<file path="src/rtl/asalu_pkg.sv">
`timescale 1ns / 1ps
// Package for the ARM register-shifted ALU: field types, opcodes, shift codes.
package asalu_pkg;

  localparam int unsigned XLEN = 32;

  // Data-processing opcodes
  localparam logic [3:0] OP_AND = 4'd0;
  localparam logic [3:0] OP_EOR = 4'd1;
  localparam logic [3:0] OP_SUB = 4'd2;
  localparam logic [3:0] OP_RSB = 4'd3;
  localparam logic [3:0] OP_ADD = 4'd4;
  localparam logic [3:0] OP_ADC = 4'd5;
  localparam logic [3:0] OP_SBC = 4'd6;
  localparam logic [3:0] OP_RSC = 4'd7;
  localparam logic [3:0] OP_TST = 4'd8;
  localparam logic [3:0] OP_TEQ = 4'd9;
  localparam logic [3:0] OP_CMP = 4'd10;
  localparam logic [3:0] OP_CMN = 4'd11;
  localparam logic [3:0] OP_ORR = 4'd12;
  localparam logic [3:0] OP_MOV = 4'd13;
  localparam logic [3:0] OP_BIC = 4'd14;
  localparam logic [3:0] OP_MVN = 4'd15;

  // Shift types
  localparam logic [1:0] SH_LSL = 2'd0;
  localparam logic [1:0] SH_LSR = 2'd1;
  localparam logic [1:0] SH_ASR = 2'd2;
  localparam logic [1:0] SH_ROR = 2'd3;

  typedef struct packed {
    logic [3:0]      opcode;
    logic [1:0]      shift_type;
    logic            set_flags;
    logic [XLEN-1:0] first_operand;
    logic [XLEN-1:0] shifted_operand;
    logic [7:0]      shift_amount;
    logic            carry_flag;
    logic            overflow_in;
    logic [3:0]      dest_reg;
  } in_item_t;

  typedef struct packed {
    logic [XLEN-1:0] result;
    logic            write_back;
    logic [3:0]      dest_index;
    logic            flags_written;
    logic            flag_n;
    logic            flag_z;
    logic            flag_c;
    logic            flag_v;
  } out_item_t;

  // Shifter result handed to the ALU
  typedef struct packed {
    logic [XLEN-1:0] value;
    logic            carry;
  } shift_res_t;

endpackage

</file>
<file path="src/rtl/asalu_if.sv">
`timescale 1ns / 1ps
// Valid/ready channel interfaces for instruction and result transactions.
interface asalu_in_if;
  logic                 valid;
  logic                 ready;
  asalu_pkg::in_item_t  data;

  modport source (output valid, output data, input ready);
  modport sink   (input valid, input data, output ready);
endinterface

interface asalu_out_if;
  logic                 valid;
  logic                 ready;
  asalu_pkg::out_item_t data;

  modport source (output valid, output data, input ready);
  modport sink   (input valid, input data, output ready);
endinterface

</file>
<file path="src/rtl/asalu_shifter.sv">
`timescale 1ns / 1ps
// Barrel shifter with ARM register-shift carry rules.
module asalu_shifter (
  input  logic [1:0]                       shift_type,
  input  logic [asalu_pkg::XLEN-1:0]       operand,
  input  logic [7:0]                       amount,
  input  logic                             carry_flag,
  output asalu_pkg::shift_res_t            shifted
);

  logic [4:0]                    amt_lo;
  logic                          amt_big;   // amount >= 32
  logic                          amt_32;
  logic [asalu_pkg::XLEN:0]      lsl_w;
  logic [asalu_pkg::XLEN:0]      lsr_w;
  logic [asalu_pkg::XLEN:0]      asr_w;
  logic [2*asalu_pkg::XLEN-1:0]  ror_w;
  logic [asalu_pkg::XLEN-1:0]    ror_v;

  assign amt_lo  = amount[4:0];
  assign amt_big = |amount[7:5];
  assign amt_32  = (amount[7:5] == 3'b001) && (amt_lo == 5'd0);

  // Extra bit catches the last bit shifted out
  assign lsl_w = {1'b0, operand} << amt_lo;
  assign lsr_w = {operand, 1'b0} >> amt_lo;
  assign asr_w = $unsigned($signed({operand, 1'b0}) >>> amt_lo);
  assign ror_w = {operand, operand} >> amt_lo;
  assign ror_v = ror_w[asalu_pkg::XLEN-1:0];

  always_comb begin
    shifted.value = operand;
    shifted.carry = carry_flag;
    if (amount != 8'd0) begin
      case (shift_type)
        asalu_pkg::SH_LSL: begin
          if (!amt_big) begin
            shifted.value = lsl_w[asalu_pkg::XLEN-1:0];
            shifted.carry = lsl_w[asalu_pkg::XLEN];
          end else begin
            shifted.value = '0;
            shifted.carry = amt_32 & operand[0];
          end
        end
        asalu_pkg::SH_LSR: begin
          if (!amt_big) begin
            shifted.value = lsr_w[asalu_pkg::XLEN:1];
            shifted.carry = lsr_w[0];
          end else begin
            shifted.value = '0;
            shifted.carry = amt_32 & operand[asalu_pkg::XLEN-1];
          end
        end
        asalu_pkg::SH_ASR: begin
          if (!amt_big) begin
            shifted.value = asr_w[asalu_pkg::XLEN:1];
            shifted.carry = asr_w[0];
          end else begin
            shifted.value = {asalu_pkg::XLEN{operand[asalu_pkg::XLEN-1]}};
            shifted.carry = operand[asalu_pkg::XLEN-1];
          end
        end
        default: begin
          // ROR uses amount mod 32; zero rotation keeps value, carry = msb
          shifted.value = ror_v;
          shifted.carry = ror_v[asalu_pkg::XLEN-1];
        end
      endcase
    end
  end

endmodule

</file>
<file path="src/rtl/asalu_exec.sv">
`timescale 1ns / 1ps
// Opcode decode, logic unit, AddWithCarry adder and NZCV generation.
module asalu_exec (
  input  asalu_pkg::in_item_t   item,
  input  asalu_pkg::shift_res_t shifted,
  output asalu_pkg::out_item_t  res
);

  localparam int unsigned W = asalu_pkg::XLEN;

  logic [W-1:0] rn;
  logic [W-1:0] sh;
  logic [W-1:0] add_a;
  logic [W-1:0] add_b;
  logic         add_c;
  logic [W:0]   sum;
  logic         arith;
  logic         add_v;
  logic [W-1:0] value;
  logic         c_flag;
  logic         v_flag;

  assign rn = item.first_operand;
  assign sh = shifted.value;

  // Operand steering for the single adder
  always_comb begin
    add_a = rn;
    add_b = sh;
    add_c = 1'b0;
    arith = 1'b1;
    case (item.opcode)
      asalu_pkg::OP_SUB, asalu_pkg::OP_CMP: begin
        add_b = ~sh;
        add_c = 1'b1;
      end
      asalu_pkg::OP_RSB: begin
        add_a = ~rn;
        add_c = 1'b1;
      end
      asalu_pkg::OP_ADD, asalu_pkg::OP_CMN: begin
        add_c = 1'b0;
      end
      asalu_pkg::OP_ADC: begin
        add_c = item.carry_flag;
      end
      asalu_pkg::OP_SBC: begin
        add_b = ~sh;
        add_c = item.carry_flag;
      end
      asalu_pkg::OP_RSC: begin
        add_a = ~rn;
        add_c = item.carry_flag;
      end
      default: begin
        arith = 1'b0;
      end
    endcase
  end

  assign sum   = {1'b0, add_a} + {1'b0, add_b} + {{W{1'b0}}, add_c};
  assign add_v = (~(add_a[W-1] ^ add_b[W-1])) & (add_a[W-1] ^ sum[W-1]);

  always_comb begin
    case (item.opcode)
      asalu_pkg::OP_AND, asalu_pkg::OP_TST: value = rn & sh;
      asalu_pkg::OP_EOR, asalu_pkg::OP_TEQ: value = rn ^ sh;
      asalu_pkg::OP_ORR:                    value = rn | sh;
      asalu_pkg::OP_MOV:                    value = sh;
      asalu_pkg::OP_BIC:                    value = rn & ~sh;
      asalu_pkg::OP_MVN:                    value = ~sh;
      default:                              value = sum[W-1:0];
    endcase
  end

  assign c_flag = arith ? sum[W] : shifted.carry;
  assign v_flag = arith ? add_v  : item.overflow_in;

  always_comb begin
    res.result        = value;
    res.write_back    = !(item.opcode inside {[asalu_pkg::OP_TST:asalu_pkg::OP_CMN]});
    res.dest_index    = item.dest_reg;
    res.flags_written = item.set_flags;
    res.flag_n        = item.set_flags & value[W-1];
    res.flag_z        = item.set_flags & (value == '0);
    res.flag_c        = item.set_flags & c_flag;
    res.flag_v        = item.set_flags & v_flag;
  end

endmodule

</file>
<file path="src/rtl/arm_register_shifted_alu_unit.sv">
`timescale 1ns / 1ps
// Top level: ARM data-processing ALU with register-shifted second operand.
//
//   channel  modport  transaction
//   -------  -------  ------------------------------------------------
//   cmd      sink     one instruction: opcode, shift, operands, C/V, Rd
//   rsp      source   one result: value, write-back, Rd, NZCV
//
// Two register stages: an input register, then shifter + ALU logic into a
// result register. An accepted cmd transaction is captured in the input register,
// and its result in the result register, which drives rsp.valid. Throughput is one
// instruction per cycle unless rsp stalls, set by the single shifter/adder pass.
// rst (synchronous) clears both stage valid bits; payload registers are not reset.
// A stall on rsp holds the result register; cmd.ready drops only when both
// stages are full, so the input register acts as the skid slot.
module arm_register_shifted_alu_unit (
  input logic         clk,
  input logic         rst,
  asalu_in_if.sink    cmd,
  asalu_out_if.source rsp
);

  logic                  s1_valid;
  asalu_pkg::in_item_t   s1_item;
  logic                  out_valid;
  asalu_pkg::out_item_t  out_item;

  logic                  out_free;
  logic                  s1_load;
  asalu_pkg::shift_res_t shifted;
  asalu_pkg::out_item_t  exec_res;

  // Result slot empties when not holding, or when being taken this cycle
  assign out_free  = !out_valid || rsp.ready;
  assign cmd.ready = !s1_valid || out_free;
  assign s1_load   = cmd.valid && cmd.ready;

  asalu_shifter u_shifter (
    .shift_type (s1_item.shift_type),
    .operand    (s1_item.shifted_operand),
    .amount     (s1_item.shift_amount),
    .carry_flag (s1_item.carry_flag),
    .shifted    (shifted)
  );

  asalu_exec u_exec (
    .item    (s1_item),
    .shifted (shifted),
    .res     (exec_res)
  );

  always_ff @(posedge clk) begin
    if (rst) begin
      s1_valid  <= 1'b0;
      out_valid <= 1'b0;
    end else begin
      if (cmd.ready) begin
        s1_valid <= cmd.valid;
      end
      if (out_free) begin
        out_valid <= s1_valid;
      end
    end
    if (s1_load) begin
      s1_item <= cmd.data;
    end
    if (out_free && s1_valid) begin
      out_item <= exec_res;
    end
  end

  assign rsp.valid = out_valid;
  assign rsp.data  = out_item;

  // A held instruction keeps its payload until it moves to the result stage
  a_s1_hold: assert property (@(posedge clk) disable iff (rst)
    s1_valid && !out_free |=> s1_valid && $stable(s1_item))
    else $error("input stage lost or changed a held instruction");

  // Accepted instruction lands in the input stage
  a_s1_fill: assert property (@(posedge clk) disable iff (rst)
    s1_load |=> s1_valid)
    else $error("accepted instruction not captured");

  // Flags are zero when the S bit is clear
  a_flags_off: assert property (@(posedge clk) disable iff (rst)
    rsp.valid && !rsp.data.flags_written |->
      !rsp.data.flag_n && !rsp.data.flag_z && !rsp.data.flag_c && !rsp.data.flag_v)
    else $error("flags set without S bit");

  // N and Z follow the result value
  a_nz: assert property (@(posedge clk) disable iff (rst)
    rsp.valid && rsp.data.flags_written |->
      rsp.data.flag_n == rsp.data.result[asalu_pkg::XLEN-1] &&
      rsp.data.flag_z == (rsp.data.result == '0))
    else $error("N/Z inconsistent with result");

endmodule
</file>
<file path="src/flat_wrapper.sv">
// flat-port wrapper written by rule: the top's interface ports become plain ports
module arm_register_shifted_alu_unit_flat 
  (clk, rst, cmd_valid, cmd_data, cmd_ready, rsp_valid, rsp_data, rsp_ready);
  asalu_in_if cmd_i ();
  asalu_out_if rsp_i ();
  input logic clk;
  input logic rst;
  input wire logic [$bits(cmd_i.valid)-1:0] cmd_valid;
  input wire logic [$bits(cmd_i.data)-1:0] cmd_data;
  output wire logic [$bits(cmd_i.ready)-1:0] cmd_ready;
  output wire logic [$bits(rsp_i.valid)-1:0] rsp_valid;
  output wire logic [$bits(rsp_i.data)-1:0] rsp_data;
  input wire logic [$bits(rsp_i.ready)-1:0] rsp_ready;
  assign cmd_i.valid = cmd_valid;
  assign cmd_i.data = cmd_data;
  assign cmd_ready = cmd_i.ready;
  assign rsp_valid = rsp_i.valid;
  assign rsp_data = rsp_i.data;
  assign rsp_i.ready = rsp_ready;
  arm_register_shifted_alu_unit u_core (.clk(clk), .rst(rst), .cmd(cmd_i), .rsp(rsp_i));
endmodule
</file>
<file path="config.mk">
export PLATFORM = sky130hd
export DESIGN_NAME = arm_register_shifted_alu_unit_flat
export DESIGN_NICKNAME = d
export VERILOG_FILES = /design/src/rtl/asalu_pkg.sv /design/src/rtl/asalu_if.sv /design/src/rtl/asalu_shifter.sv /design/src/rtl/asalu_exec.sv /design/src/rtl/arm_register_shifted_alu_unit.sv /design/src/flat_wrapper.sv
export SDC_FILE = /design/constraint.sdc
export NUM_CORES = 1
export LEC_CHECK = 0
export BUFFER_PORTS_ARGS = -buffer_cell sky130_fd_sc_hd__buf_2
export CORE_UTILIZATION = 35
export DETAILED_ROUTE_END_ITERATION = 8
export PLACE_DENSITY = 0.47
export SLEW_MARGIN = 20
export SYNTH_ARGS = -nofsm -noshare
export SYNTH_HDL_FRONTEND = slang
export SYNTH_SLANG_ARGS = --single-unit
</file>
<file path="constraint.sdc">
create_clock -name clk -period 7.7 [get_ports clk]
set_input_delay 0.385 -clock clk [delete_from_list [all_inputs] [get_ports clk]]
set_output_delay 0.385 -clock clk [all_outputs]
set_load 0.01 [all_outputs]
</file>
==> reports/summary.txt <==
status - finished clean
Final Wtd Congestion - 1.026
Final nets - 2,014
worst-margin pin slew - 1.173 ns
Port Buf Inserts - 132
DRT iter0 DRCs - 2,320
# resized after CTS - 0
CTS Buf Count - 17
ant diodes - 0
hold-fix buffer count after cts - 0
Setup Fix Bufs, Post-CTS - 0
ys flop type - edfxtp_1
setup ws final - 0.4479 ns
CP Data Arrival Time - 7.55 ns
post-synth cell types - 97
register bit total from synthesis - 129
MaxCap Viol Count - 0
final worst path period need - 7.252 ns
fmax - 0.1379 GHz
via count - 16,780
Die Ht - 216.9 um
sequential fraction of the synthesis area - 23.84%
WS Path Type - flop to flop
maximum vdd drop - 0.2946 mV
root buf cell - clkbuf_16
cell at the slowest stage of the critical path - edfxtp_1
gr ovfl total - 0
die area - 47,050 um2
# DRC - 0
ratio of final minimum period to clock period - 94.18%
Rows - 78
Worst setup SP type - flop
CP Cell Sequence - buf_4 -> mux2i_1 -> a32oi_1 -> o211ai_1 -> o22ai_1 -> or3_1 -> o221ai_1 -> buf_4 -> xor2_1 -> ha_1 -> nand4_1 -> buf_4 -> nor3_1 -> a211oi_1 -> a211oi_1 -> nor2_1 -> mux2_2 -> nor4b_1 -> o211ai_1 -> or4_1 -> nor4_2
Syn Inst Count - 1,750
Slowest Stage Delay on Critical Path - 0.95 ns
first-pass GRT wire length - 116,300 um
antenna-violating nets left - 0
Total Power - 3290 uW
layout cells sized above 1 - 24.03%
Skew-Pair Late Insertion Delay - 0.48 ns
Crit path buffers/inverters - 3
CTS clock-pin slew for the worst setup and hold paths - 0.07 ns
Max Fanout on Critical Path - 17
area grow syn2layout - 14.36%
worst min-delay path class - primary input to flop
TNS Setup - 0 ns
Crit path max-delay family - simple AND/OR/NAND/NOR gates
post-placement cell count - 2,441
First-pass DRT Iterations - 6
Yosys warnings - 0
Filler Cell Count - 4,614
number of synthesized flops with an enable pin - 127
Synth Area per Inst - 9.237 um2
Slew Viols, Final - 0
routed vias/inst - 6.787
PwrDens - 178.0 nW/um2
R2R setup slack - 0.45 ns
vias in the first global route - 15,850
DP Wirelength - 61,750 um
Clock Tree Buf Depth - 2
Synth async-reset ratio - 0%
RSZ-0062 raised after global routing - no
die span in x - 216.9 um
htree depth - 4
CTS tree - built
relative max-transition margin - 20.54%
Final Skew - 0.03224 ns
Top Ports - 133
initial antenna violation count - 1
Setup violations, final - 0
core area - 45,480 um2
required time worst endpoint - 8.00 ns
Initial Utilization - 35.54%
CP dominant cell by count - buf_4
# clock sinks - 129
largest net degree at the start of global routing - 75
Net Count, Synth - 1,904
Total GRT Usage - 34.43%
Setup WS pre-CTS - 0.6087 ns
final non-filler cell total - 2,473
final hold vios - 0
Total Wirelength - 81,140 um
WL/cell - 32.81 um
P_leak - 0.007109 uW
crit path capture type - flop
Post-Syn Area - 16,160 um2
-- logic make-up (layout without fill, tap and decap cells) --
kind of cell / count (synthesis) / count (layout) / synth area share [%]
flip-flops: 129 / 129 / 23.84
adder cells (fa/ha/maj): 65 / 65 / 5.124
AND/OR/NAND/NOR: 479 / 479 / 14.61
AO/OA/AOI/OAI: 506 / 506 / 21.80
multiplexers: 247 / 247 / 23.48
buffers and inverters: 238 / 361 / 6.479
XOR/XNOR: 86 / 86 / 4.660
-- metal layers --
layer / vias to the layer above / GRT usage (%) / routed length (um)
met1: 8360 / 49.86 / 35440
li1: 7072 / - / -
met3: 194 / 9.630 / 9262
met5: - / 0 / 0
met4: 0 / 14.15 / 3499
met2: 1158 / 47.45 / 32930
-- through the flow --
step | util [%] | hold WS (ns) | area (um2)
6_report | 40.65 | 0.08024 | 18490
5_1_grt | 40.65 | 0.06600 | 18490
4_1_cts | 40.65 | 0.03632 | 18490
3_5_place_dp | 39.31 | 0.4070 | 17880
3_3_place_gp | 39.31 | 0.4029 | 17880
2_1_floorplan | - | 0.4003 | 16160
-- placed cells by master, fill, tap and decap left out, types with 15 or more instances in the layout --
master | netlist | final
buf_2 | 23 | 132
a31oi_1 | 23 | 23
a21oi_1 | 113 | 113
nand4_1 | 16 | 16
xnor2_1 | 55 | 55
clkbuf_16 | 0 | 17
o22ai_1 | 32 | 32
xor2_1 | 31 | 31
mux2_2 | 46 | 46
inv_1 | 68 | 66
a21o_1 | 15 | 15
mux4_2 | 70 | 70
mux2i_1 | 107 | 107
nand3_1 | 49 | 48
nor2b_1 | 17 | 16
mux4_1 | 24 | 24
a211oi_1 | 33 | 33
nor2_1 | 127 | 126
nand2_1 | 137 | 136
edfxtp_1 | 127 | 127
ha_1 | 63 | 63
buf_4 | 9 | 120
o21ai_0 | 78 | 77
nor3_1 | 35 | 35
o211ai_1 | 32 | 32
-- synth_stat cells, types with 24 or more instances --
master	number	area share (%)
o22ai_1	32	1.2
nor3_1	35	1.1
o21ai_0	78	2.4
o211ai_1	32	1.5
mux2i_1	107	6.6
clkbuf_1	104	2.4
mux4_1	24	3.9
mux4_2	70	9.8
nor2_1	127	2.9
edfxtp_1	127	24
mux2_2	46	3.2
nand2_1	137	3.2
ha_1	63	4.9
xnor2_1	55	3.0
xor2_1	31	1.7
nand3_1	49	1.5
inv_1	68	1.6
a21oi_1	113	3.5
a211oi_1	33	1.5
-- flip-flops by register name (all words and copies together), names as in the netlist --
register	flops
u_core.rsp.data	42
u_core.rsp.valid	1
u_core.s1_item	85
u_core.s1_valid	1
-- power breakdown --
group	leakage, uW	switching (uW)	internal [uW]
combinational	0.00558	926	584
sequential	0.00124	83.9	846
clock	0.000285	337	512
-- worst paths after layout --
check                                       to                        start  cells after the start
setup / recovery  u_core.rsp.data[2]$_DFFE_PP_  u_core.s1_item[6]$_DFFE_PP_                     21
hold reg to reg   u_core.rsp.data[6]$_DFFE_PP_  u_core.s1_item[1]$_DFFE_PP_                      0
setup reg to reg  u_core.rsp.data[2]$_DFFE_PP_  u_core.s1_item[6]$_DFFE_PP_                     21
hold / removal    u_core.s1_item[40]$_DFFE_PP_                 cmd_data[40]                      1
-- area by class of cell --
type,count,area [um2],area share [%]
multi-input combinational,1383,11310,61.17
inverter,70,262.8,1.421
clock inverter,14,180.2,0.9747
timing repair buffer,259,1702,9.205
tap,600,750.7,4.061
clock buffer,18,429.2,2.322
sequential,129,3854,20.85
(Power assumes the default switching activity.)
